### src/lifegen_pkg.sv
package lifegen_pkg;

    // Grid limits
    localparam int MAX_WIDTH  = 32;
    localparam int MAX_HEIGHT = 4096;

    // Derived widths
    localparam int COL_W  = $clog2(MAX_WIDTH);        // column index
    localparam int ROW_W  = $clog2(MAX_HEIGHT);       // row index
    localparam int WCNT_W = $clog2(MAX_WIDTH + 1);    // effective width
    localparam int HCNT_W = $clog2(MAX_HEIGHT + 1);   // effective height
    localparam int STEP_W = $clog2(MAX_WIDTH + 3);    // results per job, up to width+2

    // Configuration port
    localparam int GRID_WIDTH_REG_W  = 6;
    localparam int GRID_HEIGHT_REG_W = 13;
    localparam int CFG_DATA_W        = 13;
    localparam int CFG_INDEX_W       = 1;

    localparam logic [CFG_INDEX_W-1:0] REG_GRID_WIDTH  = 1'd0;
    localparam logic [CFG_INDEX_W-1:0] REG_GRID_HEIGHT = 1'd1;

    localparam logic [GRID_WIDTH_REG_W-1:0]  GRID_WIDTH_RESET  = 6'd32;
    localparam logic [GRID_HEIGHT_REG_W-1:0] GRID_HEIGHT_RESET = 13'd32;

    // Job queue
    localparam int QUEUE_DEPTH = 4;
    localparam int QPTR_W      = $clog2(QUEUE_DEPTH);
    localparam int QCNT_W      = $clog2(QUEUE_DEPTH + 1);

    // One classified input: up to two ready-made cells, then an optional
    // end-of-frame flush of the last row against an all-dead row below.
    typedef struct packed {
        logic [1:0]           pre_count;
        logic                 pre_first;
        logic                 pre_second;
        logic                 flush;
        logic [MAX_WIDTH-1:0] flush_above;
        logic [MAX_WIDTH-1:0] flush_here;
        logic [WCNT_W-1:0]    width;
    } lifegen_job_t;

    // B3/S23 rule for the cell at col of the middle row; edges are dead
    function automatic logic lifegen_cell(
        input logic [MAX_WIDTH-1:0] above,
        input logic [MAX_WIDTH-1:0] here,
        input logic [MAX_WIDTH-1:0] below,
        input logic [COL_W-1:0]     col
    );
        logic [MAX_WIDTH+1:0] pad_a;
        logic [MAX_WIDTH+1:0] pad_h;
        logic [MAX_WIDTH+1:0] pad_b;
        logic [2:0]           win_a;
        logic [2:0]           win_h;
        logic [2:0]           win_b;
        logic [3:0]           n;
        pad_a = {1'b0, above, 1'b0};
        pad_h = {1'b0, here, 1'b0};
        pad_b = {1'b0, below, 1'b0};
        win_a = pad_a[col +: 3];
        win_h = pad_h[col +: 3];
        win_b = pad_b[col +: 3];
        n = 4'(win_a[0]) + 4'(win_a[1]) + 4'(win_a[2])
          + 4'(win_h[0]) + 4'(win_h[2])
          + 4'(win_b[0]) + 4'(win_b[1]) + 4'(win_b[2]);
        if (win_h[1])
            return (n == 4'd2) || (n == 4'd3);
        return n == 4'd3;
    endfunction

endpackage

### src/lifegen_front.sv
module lifegen_front (
    input  logic                                   clk,
    input  logic                                   rst_n,
    input  logic                                   cfg_we,
    input  logic [lifegen_pkg::CFG_INDEX_W-1:0]    cfg_index,
    input  logic [lifegen_pkg::CFG_DATA_W-1:0]     cfg_data,
    input  logic                                   in_valid,
    output logic                                   in_ready,
    input  logic                                   cell_alive,
    input  logic                                   q_full,
    output logic                                   push,
    output lifegen_pkg::lifegen_job_t              push_job
);
    import lifegen_pkg::*;

    logic [GRID_WIDTH_REG_W-1:0]  grid_width_reg, grid_width_next;
    logic [GRID_HEIGHT_REG_W-1:0] grid_height_reg, grid_height_next;
    logic [MAX_WIDTH-1:0]         older_reg, older_next;
    logic [MAX_WIDTH-1:0]         prev_reg, prev_next;
    logic [MAX_WIDTH-1:0]         inc_reg, inc_next;
    logic [COL_W-1:0]             col_reg, col_next;
    logic [ROW_W-1:0]             row_reg, row_next;

    logic [WCNT_W-1:0]    eff_w;
    logic [HCNT_W-1:0]    eff_h;
    logic [COL_W-1:0]     last_col;
    logic [ROW_W-1:0]     last_row;
    logic [MAX_WIDTH-1:0] inc_now;
    logic                 accept;
    logic                 col_is_last;
    logic                 row_is_last;
    logic                 col_nonzero;
    logic                 row_nonzero;
    logic                 val_left;
    logic                 val_here;

    assign in_ready = !q_full;
    assign accept   = in_valid && in_ready;

    // Effective grid size: zero reads as one, oversize saturates
    always_comb
    begin
        if (grid_width_reg == '0)
            eff_w = WCNT_W'(1);
        else if (grid_width_reg > GRID_WIDTH_REG_W'(MAX_WIDTH))
            eff_w = WCNT_W'(MAX_WIDTH);
        else
            eff_w = WCNT_W'(grid_width_reg);

        if (grid_height_reg == '0)
            eff_h = HCNT_W'(1);
        else if (grid_height_reg > GRID_HEIGHT_REG_W'(MAX_HEIGHT))
            eff_h = HCNT_W'(MAX_HEIGHT);
        else
            eff_h = HCNT_W'(grid_height_reg);
    end

    assign last_col = COL_W'(eff_w - WCNT_W'(1));
    assign last_row = ROW_W'(eff_h - HCNT_W'(1));

    // Incoming row with the current cell merged in
    assign inc_now = inc_reg | (MAX_WIDTH'(cell_alive) << col_reg);

    assign col_is_last = (col_reg == last_col);
    assign row_is_last = (row_reg == last_row);
    assign col_nonzero = (col_reg != '0);
    assign row_nonzero = (row_reg != '0);

    // Cells of the row above that are now complete
    assign val_left = lifegen_cell(older_reg, prev_reg, inc_now, col_reg - COL_W'(1));
    assign val_here = lifegen_cell(older_reg, prev_reg, inc_now, col_reg);

    // Classify the beat into a job for the back end
    always_comb
    begin
        push_job.pre_count   = row_nonzero ? ({1'b0, col_nonzero} + {1'b0, col_is_last})
                                           : 2'd0;
        push_job.pre_first   = col_nonzero ? val_left : val_here;
        push_job.pre_second  = val_here;
        push_job.flush       = col_is_last && row_is_last;
        push_job.flush_above = prev_reg;
        push_job.flush_here  = inc_now;
        push_job.width       = eff_w;
    end

    assign push = accept && ((push_job.pre_count != 2'd0) || push_job.flush);

    // Config writes restart the frame; accepted beats walk the raster
    always_comb
    begin
        grid_width_next  = grid_width_reg;
        grid_height_next = grid_height_reg;
        older_next       = older_reg;
        prev_next        = prev_reg;
        inc_next         = inc_reg;
        col_next         = col_reg;
        row_next         = row_reg;
        if (cfg_we)
        begin
            case (cfg_index)
                REG_GRID_WIDTH:  grid_width_next  = GRID_WIDTH_REG_W'(cfg_data);
                REG_GRID_HEIGHT: grid_height_next = cfg_data;
                default: ;
            endcase
            older_next = '0;
            prev_next  = '0;
            inc_next   = '0;
            col_next   = '0;
            row_next   = '0;
        end
        else if (accept)
        begin
            if (col_is_last && row_is_last)
            begin
                older_next = '0;
                prev_next  = '0;
                inc_next   = '0;
                col_next   = '0;
                row_next   = '0;
            end
            else if (col_is_last)
            begin
                older_next = prev_reg;
                prev_next  = inc_now;
                inc_next   = '0;
                col_next   = '0;
                row_next   = row_reg + ROW_W'(1);
            end
            else
            begin
                inc_next = inc_now;
                col_next = col_reg + COL_W'(1);
            end
        end
    end

    always_ff @(posedge clk or negedge rst_n)
    begin
        if (!rst_n)
        begin
            grid_width_reg  <= GRID_WIDTH_RESET;
            grid_height_reg <= GRID_HEIGHT_RESET;
            older_reg       <= '0;
            prev_reg        <= '0;
            inc_reg         <= '0;
            col_reg         <= '0;
            row_reg         <= '0;
        end
        else
        begin
            grid_width_reg  <= grid_width_next;
            grid_height_reg <= grid_height_next;
            older_reg       <= older_next;
            prev_reg        <= prev_next;
            inc_reg         <= inc_next;
            col_reg         <= col_next;
            row_reg         <= row_next;
        end
    end

endmodule

### src/lifegen_queue.sv
module lifegen_queue (
    input  logic                      clk,
    input  logic                      rst_n,
    input  logic                      push,
    input  lifegen_pkg::lifegen_job_t push_job,
    output logic                      full,
    input  logic                      pop,
    output logic                      head_valid,
    output lifegen_pkg::lifegen_job_t head_job
);
    import lifegen_pkg::*;

    lifegen_job_t      slot_reg [QUEUE_DEPTH];
    logic [QPTR_W-1:0] wr_ptr_reg, wr_ptr_next;
    logic [QPTR_W-1:0] rd_ptr_reg, rd_ptr_next;
    logic [QCNT_W-1:0] count_reg, count_next;
    logic              do_push;
    logic              do_pop;

    assign full       = (count_reg == QCNT_W'(QUEUE_DEPTH));
    assign head_valid = (count_reg != '0);
    assign head_job   = slot_reg[rd_ptr_reg];
    assign do_push    = push && !full;
    assign do_pop     = pop && head_valid;

    // Pointer and occupancy update
    always_comb
    begin
        wr_ptr_next = do_push ? wr_ptr_reg + QPTR_W'(1) : wr_ptr_reg;
        rd_ptr_next = do_pop ? rd_ptr_reg + QPTR_W'(1) : rd_ptr_reg;
        count_next  = count_reg;
        if (do_push && !do_pop)
            count_next = count_reg + QCNT_W'(1);
        else if (do_pop && !do_push)
            count_next = count_reg - QCNT_W'(1);
    end

    always_ff @(posedge clk or negedge rst_n)
    begin
        if (!rst_n)
        begin
            wr_ptr_reg <= '0;
            rd_ptr_reg <= '0;
            count_reg  <= '0;
        end
        else
        begin
            wr_ptr_reg <= wr_ptr_next;
            rd_ptr_reg <= rd_ptr_next;
            count_reg  <= count_next;
        end
    end

    // Job storage, no reset needed
    always_ff @(posedge clk)
    begin
        if (do_push)
            slot_reg[wr_ptr_reg] <= push_job;
    end

endmodule

### src/lifegen_back.sv
module lifegen_back (
    input  logic                      clk,
    input  logic                      rst_n,
    input  logic                      head_valid,
    input  lifegen_pkg::lifegen_job_t head_job,
    output logic                      pop,
    output logic                      out_valid,
    input  logic                      out_ready,
    output logic                      next_alive,
    output logic                      run_last,
    output logic                      frame_last
);
    import lifegen_pkg::*;

    logic [STEP_W-1:0] step_reg, step_next;
    logic              out_valid_reg, out_valid_next;
    logic              next_alive_reg, next_alive_next;
    logic              run_last_reg, run_last_next;
    logic              frame_last_reg, frame_last_next;

    logic [STEP_W-1:0] pre_steps;
    logic [STEP_W-1:0] total_steps;
    logic [STEP_W-1:0] flush_step;
    logic              load;
    logic              is_last;
    logic              in_pre;
    logic              cell_value;

    // Output register takes a beat when empty or being drained
    assign load = head_valid && (!out_valid_reg || out_ready);

    assign pre_steps   = STEP_W'(head_job.pre_count);
    assign total_steps = pre_steps + (head_job.flush ? STEP_W'(head_job.width) : '0);
    assign is_last     = (step_reg == total_steps - STEP_W'(1));
    assign in_pre      = (step_reg < pre_steps);
    assign flush_step  = step_reg - pre_steps;
    assign pop         = load && is_last;

    // Value for the current step: a ready-made cell or one flush column
    always_comb
    begin
        if (in_pre)
            cell_value = (step_reg == '0) ? head_job.pre_first : head_job.pre_second;
        else
            cell_value = lifegen_cell(head_job.flush_above, head_job.flush_here, '0,
                                      flush_step[COL_W-1:0]);
    end

    // Step counter and output register next values
    always_comb
    begin
        step_next       = step_reg;
        out_valid_next  = out_valid_reg;
        next_alive_next = next_alive_reg;
        run_last_next   = run_last_reg;
        frame_last_next = frame_last_reg;
        if (out_ready)
            out_valid_next = 1'b0;
        if (load)
        begin
            step_next       = is_last ? '0 : step_reg + STEP_W'(1);
            out_valid_next  = 1'b1;
            next_alive_next = cell_value;
            run_last_next   = is_last;
            frame_last_next = is_last && head_job.flush;
        end
    end

    always_ff @(posedge clk or negedge rst_n)
    begin
        if (!rst_n)
        begin
            step_reg      <= '0;
            out_valid_reg <= 1'b0;
        end
        else
        begin
            step_reg      <= step_next;
            out_valid_reg <= out_valid_next;
        end
    end

    always_ff @(posedge clk)
    begin
        next_alive_reg <= next_alive_next;
        run_last_reg   <= run_last_next;
        frame_last_reg <= frame_last_next;
    end

    assign out_valid  = out_valid_reg;
    assign next_alive = next_alive_reg;
    assign run_last   = run_last_reg;
    assign frame_last = frame_last_reg;

endmodule

### src/life_automaton_generation_unit.sv
// Streaming Game of Life (B3/S23) generation step. Cells of one generation
// enter in raster order, one per beat, and the next generation leaves in the
// same order, one cell per beat, with edges treated as dead. The input side
// takes a cell every clock while its four-entry job queue has room; a cell in
// the last column of a later row yields up to two output cells, and the last
// cell of the frame up to width+2, so the output channel, at one cell per
// clock while out_ready is high, sets the pace. Over a whole frame
// width*height cells go in and out, and in_ready drops only while the queue
// is full, as around row ends, the end-of-frame flush or output stalls.
// Output lags input by about one row; a taller grid's first row gives nothing
// until the second arrives. Writing grid_width (index 0) or grid_height
// (index 1) restarts the frame; write only while no cells are in flight.
module life_automaton_generation_unit (
    input  logic                                clk,
    input  logic                                rst_n,
    input  logic                                cfg_we,
    input  logic [lifegen_pkg::CFG_INDEX_W-1:0] cfg_index,
    input  logic [lifegen_pkg::CFG_DATA_W-1:0]  cfg_data,
    input  logic                                in_valid,
    output logic                                in_ready,
    input  logic                                cell_alive,
    output logic                                out_valid,
    input  logic                                out_ready,
    output logic                                next_alive,
    output logic                                run_last,
    output logic                                frame_last
);
    import lifegen_pkg::*;

    logic         q_full;
    logic         q_push;
    logic         q_pop;
    logic         head_valid;
    lifegen_job_t push_job;
    lifegen_job_t head_job;

    // Front: raster tracking, row buffers, classification
    lifegen_front u_front (
        .clk        (clk),
        .rst_n      (rst_n),
        .cfg_we     (cfg_we),
        .cfg_index  (cfg_index),
        .cfg_data   (cfg_data),
        .in_valid   (in_valid),
        .in_ready   (in_ready),
        .cell_alive (cell_alive),
        .q_full     (q_full),
        .push       (q_push),
        .push_job   (push_job)
    );

    // Job queue between the two halves
    lifegen_queue u_queue (
        .clk        (clk),
        .rst_n      (rst_n),
        .push       (q_push),
        .push_job   (push_job),
        .full       (q_full),
        .pop        (q_pop),
        .head_valid (head_valid),
        .head_job   (head_job)
    );

    // Back: expands jobs into output beats
    lifegen_back u_back (
        .clk        (clk),
        .rst_n      (rst_n),
        .head_valid (head_valid),
        .head_job   (head_job),
        .pop        (q_pop),
        .out_valid  (out_valid),
        .out_ready  (out_ready),
        .next_alive (next_alive),
        .run_last   (run_last),
        .frame_last (frame_last)
    );

    // The final cell of a generation always closes its job
    assert property (@(posedge clk) disable iff (!rst_n)
        out_valid && frame_last |-> run_last)
        else $error("frame_last without run_last");

    // An output beat only appears after a queued job was available
    assert property (@(posedge clk) disable iff (!rst_n)
        $rose(out_valid) |-> $past(head_valid))
        else $error("output beat without a queued job");

    // A job is only released together with a beat into the output register
    assert property (@(posedge clk) disable iff (!rst_n)
        q_pop |=> out_valid)
        else $error("job released without an output beat");

endmodule

### config.mk
export PLATFORM = sky130hd
export DESIGN_NAME = life_automaton_generation_unit
export DESIGN_NICKNAME = d
export VERILOG_FILES = /design/src/lifegen_pkg.sv /design/src/lifegen_front.sv /design/src/lifegen_queue.sv /design/src/lifegen_back.sv /design/src/life_automaton_generation_unit.sv
export SDC_FILE = /design/constraint.sdc
export NUM_CORES = 1
export LEC_CHECK = 0
export BUFFER_PORTS_ARGS = -buffer_cell sky130_fd_sc_hd__buf_2
export CAP_MARGIN = 10
export CORE_MARGIN = 2
export CORE_UTILIZATION = 64
export DETAILED_ROUTE_END_ITERATION = 10
export HOLD_SLACK_MARGIN = 0.12
export PLACE_DENSITY = 0.87
export SLEW_MARGIN = 40
export SYNTH_ARGS = -nofsm -noshare
export SYNTH_HDL_FRONTEND = slang
export SYNTH_SLANG_ARGS = --single-unit
export TNS_END_PERCENT = 10
### constraint.sdc
create_clock -name clk -period 9.9 [get_ports clk]
set_clock_uncertainty 0.2 [all_clocks]
set_input_delay 0.99 -clock clk [delete_from_list [all_inputs] [get_ports clk]]
set_output_delay 0.99 -clock clk [all_outputs]
set_load 0.01 [all_outputs]
==> flow_metrics.env <==
export IMPL_drc=0
export IMPL_cts_made_buffers=46
export IMPL_status="finished clean"
export IMPL_final_period_utilization_pct=72.2
export IMPL_synth_top_area_cell="edfxtp_1"
export IMPL_drive_above_1_share_pct=25.3
export IMPL_die_area_mm2=0.0404
export IMPL_power_density_mw_per_mm2=256
export IMPL_critPathMaxFanout=63
export IMPL_relSlewSlack_pct=39.0
export IMPL_busiest_layer="met2"
export IMPL_drt_total_wl_um=69500
export IMPL_h_tree_depth=2
export IMPL_combPwrFrac_pct=41.6
export IMPL_hp_class="input pin to async pin"
export IMPL_regToRegSetupSlack_ps=2760
export IMPL_swShare_pct=36.0
export IMPL_num_rows=72
export IMPL_grt_use_met2_pct=55.1
export IMPL_start_util_pct=64.5
export IMPL_die_height_um=201
export IMPL_ys_warnings_count=0
export IMPL_core_area_mm2=0.0385
export IMPL_synth_most_common_cell="edfxtp_1"
export IMPL_insertion_delay_ps=610
export IMPL_cts_sinks=449
export IMPL_grt_pass1_wl_um=107000
export IMPL_diodes=0
export IMPL_rsz0062_at_grt="no"
export IMPL_finalCriticalPeriod_ps=7140
export IMPL_placedCellCount=2236
export IMPL_die_width_um=201
export IMPL_yosys_top_cells_count="edfxtp_1 (303), mux4_2 (235), nand2_1 (166), dfrtp_1 (144), a21oi_1 (87)"
export IMPL_clkTransAtPathRegs_ps=60
export IMPL_clkPwrFrac_pct=25.0
export IMPL_startpoint="u_front.col_reg[0]$_DFFE_PN0P_"
export IMPL_fmax_mhz=140
export IMPL_root_buffer="clkbuf_16"
export IMPL_end_kind="register"
export IMPL_avgSynthCellArea_um2=13.9
export IMPL_ys_ff_latch=449
export IMPL_io_pins=25
export IMPL_dr_pass1_iters=6
export IMPL_synth_seq_area_share_pct=51.4
export IMPL_routedWlPerCell_um=29.9
export IMPL_syn_to_final_growth_pct=8.92
export IMPL_crit_required_ps=10150
export IMPL_cellLeakagePower_uw=0.0100
export IMPL_reg2reg_depth=17
export IMPL_worst_setup_path_start_kind="register"
export IMPL_r2r_end="u_queue.slot_reg[3][72]$_DFFE_PP_"
export IMPL_drv_cap=0
export IMPL_drt_first_iter_violations=2467
export IMPL_vias_per_cell=7.42
export IMPL_fin_tns_setup_ps=0
export IMPL_reg2reg_from="u_front.col_reg[0]$_DFFE_PN0P_"
export IMPL_ir_drop_v=0.000270
export IMPL_grt_util_met3_pct=10.6
export IMPL_antenna_found_initial=2
export IMPL_finalHoldViolCount=0
export IMPL_cts_resized_gates=0
export IMPL_clockBufferDepth=3
export IMPL_grtUsageTotal_pct=35.2
export IMPL_report_final_slew_viol_count=0
export IMPL_synthesis_nets=1845
export IMPL_holdBufCountCts=0
export IMPL_detailed_place_hpwl_um=43400
export IMPL_antenna_left=0
export IMPL_io_buffers=24
export IMPL_largest_register_ffs=300
export IMPL_final_nets=1830
export IMPL_critPathCapture="u_queue.slot_reg[3][72]$_DFFE_PP_"
export IMPL_post_cts_setup_buffers=0
export IMPL_synth_area_mm2=0.0248
export IMPL_use_met1_pct=46.5
export IMPL_tightestPinTransition_ps=908
export IMPL_synth_top_area_share_pct=36.7
export IMPL_netlist_instances=1782
export IMPL_gr_total_overflow=0
export IMPL_fin_cells=2323
export IMPL_p_switching_uw=2490
export IMPL_grt_max_degree=103
export IMPL_p_seq_share_pct=33.5
export IMPL_critical_path_arrival_ps=7390
export IMPL_synth_async_reset_ratio_pct=32.5
export IMPL_gp_congestion=0.994
export IMPL_ys_flop_type="edfxtp_1"
export IMPL_cts_tree="built"
export IMPL_grt_pass1_vias=17404
export IMPL_via_count=17236
export IMPL_path_class="register to register"
export IMPL_synth_edff_count=303
export IMPL_intPower_uw=4430
export IMPL_ys_types=80
export IMPL_yosys_top_cells_area="edfxtp_1 (37%), mux4_2 (21%), dfrtp_1 (15%)"
export IMPL_finalSetupViolations=0
[power by group through the flow]
stage / Sequential, uW / Clock (uW) / Combinational [uW]
3_5_place_dp: 2350 / 0 / 2710
5_1_grt: 2330 / 1810 / 3040
4_1_cts: 2310 / 1740 / 2820
3_3_place_gp: 2350 / 0 / 2540
2_1_floorplan: 2250 / 0 / 2120
6_report: 2320 / 1730 / 2880
[layout by cell type, fill, tap and decap left out, types with 8 or more instances in the layout]
master,instances
o21ai_0,55
inv_1,84
buf_4,31
and3_1,15
clkbuf_1,9
clkinv_2,12
ha_1,28
nor2b_1,32
xnor2_1,24
dfrtp_1,140
buf_6,8
nor2_1,70
buf_2,23
fa_1,12
edfxtp_1,303
a22o_1,16
a211oi_1,30
nor3_1,23
and2_1,11
a21oi_1,87
mux2_2,39
nand2_1,166
clkbuf_16,48
o31ai_1,34
nand3_1,49
mux2i_1,61
xor2_1,9
nor4_1,9
a31oi_1,12
mux4_2,235
[stage by stage]
stage          hold slack (ps)  utilization (%)  setup WS [ps]  instance area, um^2  power [uW]
6_report                   209             70.3           2760                27000        6930
5_1_grt                    260             70.3           2460                27000        7180
4_1_cts                    242             70.1           2840                27000        6870
3_5_place_dp               307             66.2           2890                25500        5060
3_3_place_gp               267             66.1           3250                25400        4890
2_1_floorplan              264                -           3040                24800        4360
[cell families after synthesis]
family                     synth area share, %
DFF                                       51.4
and+or+nand+nor                           7.94
muxes                                     25.6
AOI/OAI and AO/OA                         7.58
buffers and inverters                     3.50
adders and majority gates                 2.56
xor gates and xnor gates                  1.40
[final cells by class]
class / count / area (um^2)
flip-flops and latches: 449 / 12800
fillers: 2383 / 11400
multi-input cells: 1117 / 11300
clock buffers: 59 / 1260
well taps: 518 / 648
repair buffers: 66 / 513
inverters: 87 / 327
clock inverters: 27 / 229
[critical path, cell delays in order, from the launching register on]
cell,delay (ps)
dfrtp_4,770
buf_6,570
nor2b_1,300
and2_1,510
a21oi_1,360
mux4_2,530
mux4_2,490
mux2_2,300
fa_1,490
fa_1,560
inv_1,130
fa_1,210
inv_1,60
fa_1,400
a2111oi_0,510
a21oi_1,100
nor3_1,190
mux2_2,240
[routing by layer]
metal  wire length [um]  vias to the layer above
li1                   -                     6911
met3               9450                      322
met2              32500                     1441
met4               3450                        2
met5                  7                        -
met1              24000                     8560
[worst min path at each step]
stage / slack [ps] / startpoint / cells after the start / to
6_report: 210 / rst_n / 1 / u_back.step_reg[5]$_DFFE_PN0P_
5_1_grt: 260 / rst_n / 1 / u_back.step_reg[2]$_DFFE_PN0P_
4_1_cts: 240 / rst_n / 1 / u_back.step_reg[2]$_DFFE_PN0P_
3_5_place_dp: 310 / u_queue.count_reg[2]$_DFFE_PN0P_ / 1 / u_queue.count_reg[2]$_DFFE_PN0P_
3_3_place_gp: 270 / u_back.out_valid$_DFFE_PN0P_ / 2 / u_back.out_valid$_DFFE_PN0P_
2_1_floorplan: 260 / u_queue.count_reg[2]$_DFFE_PN0P_ / 1 / u_queue.count_reg[2]$_DFFE_PN0P_
No activity file was read; power rests on OpenSTA's default activity.
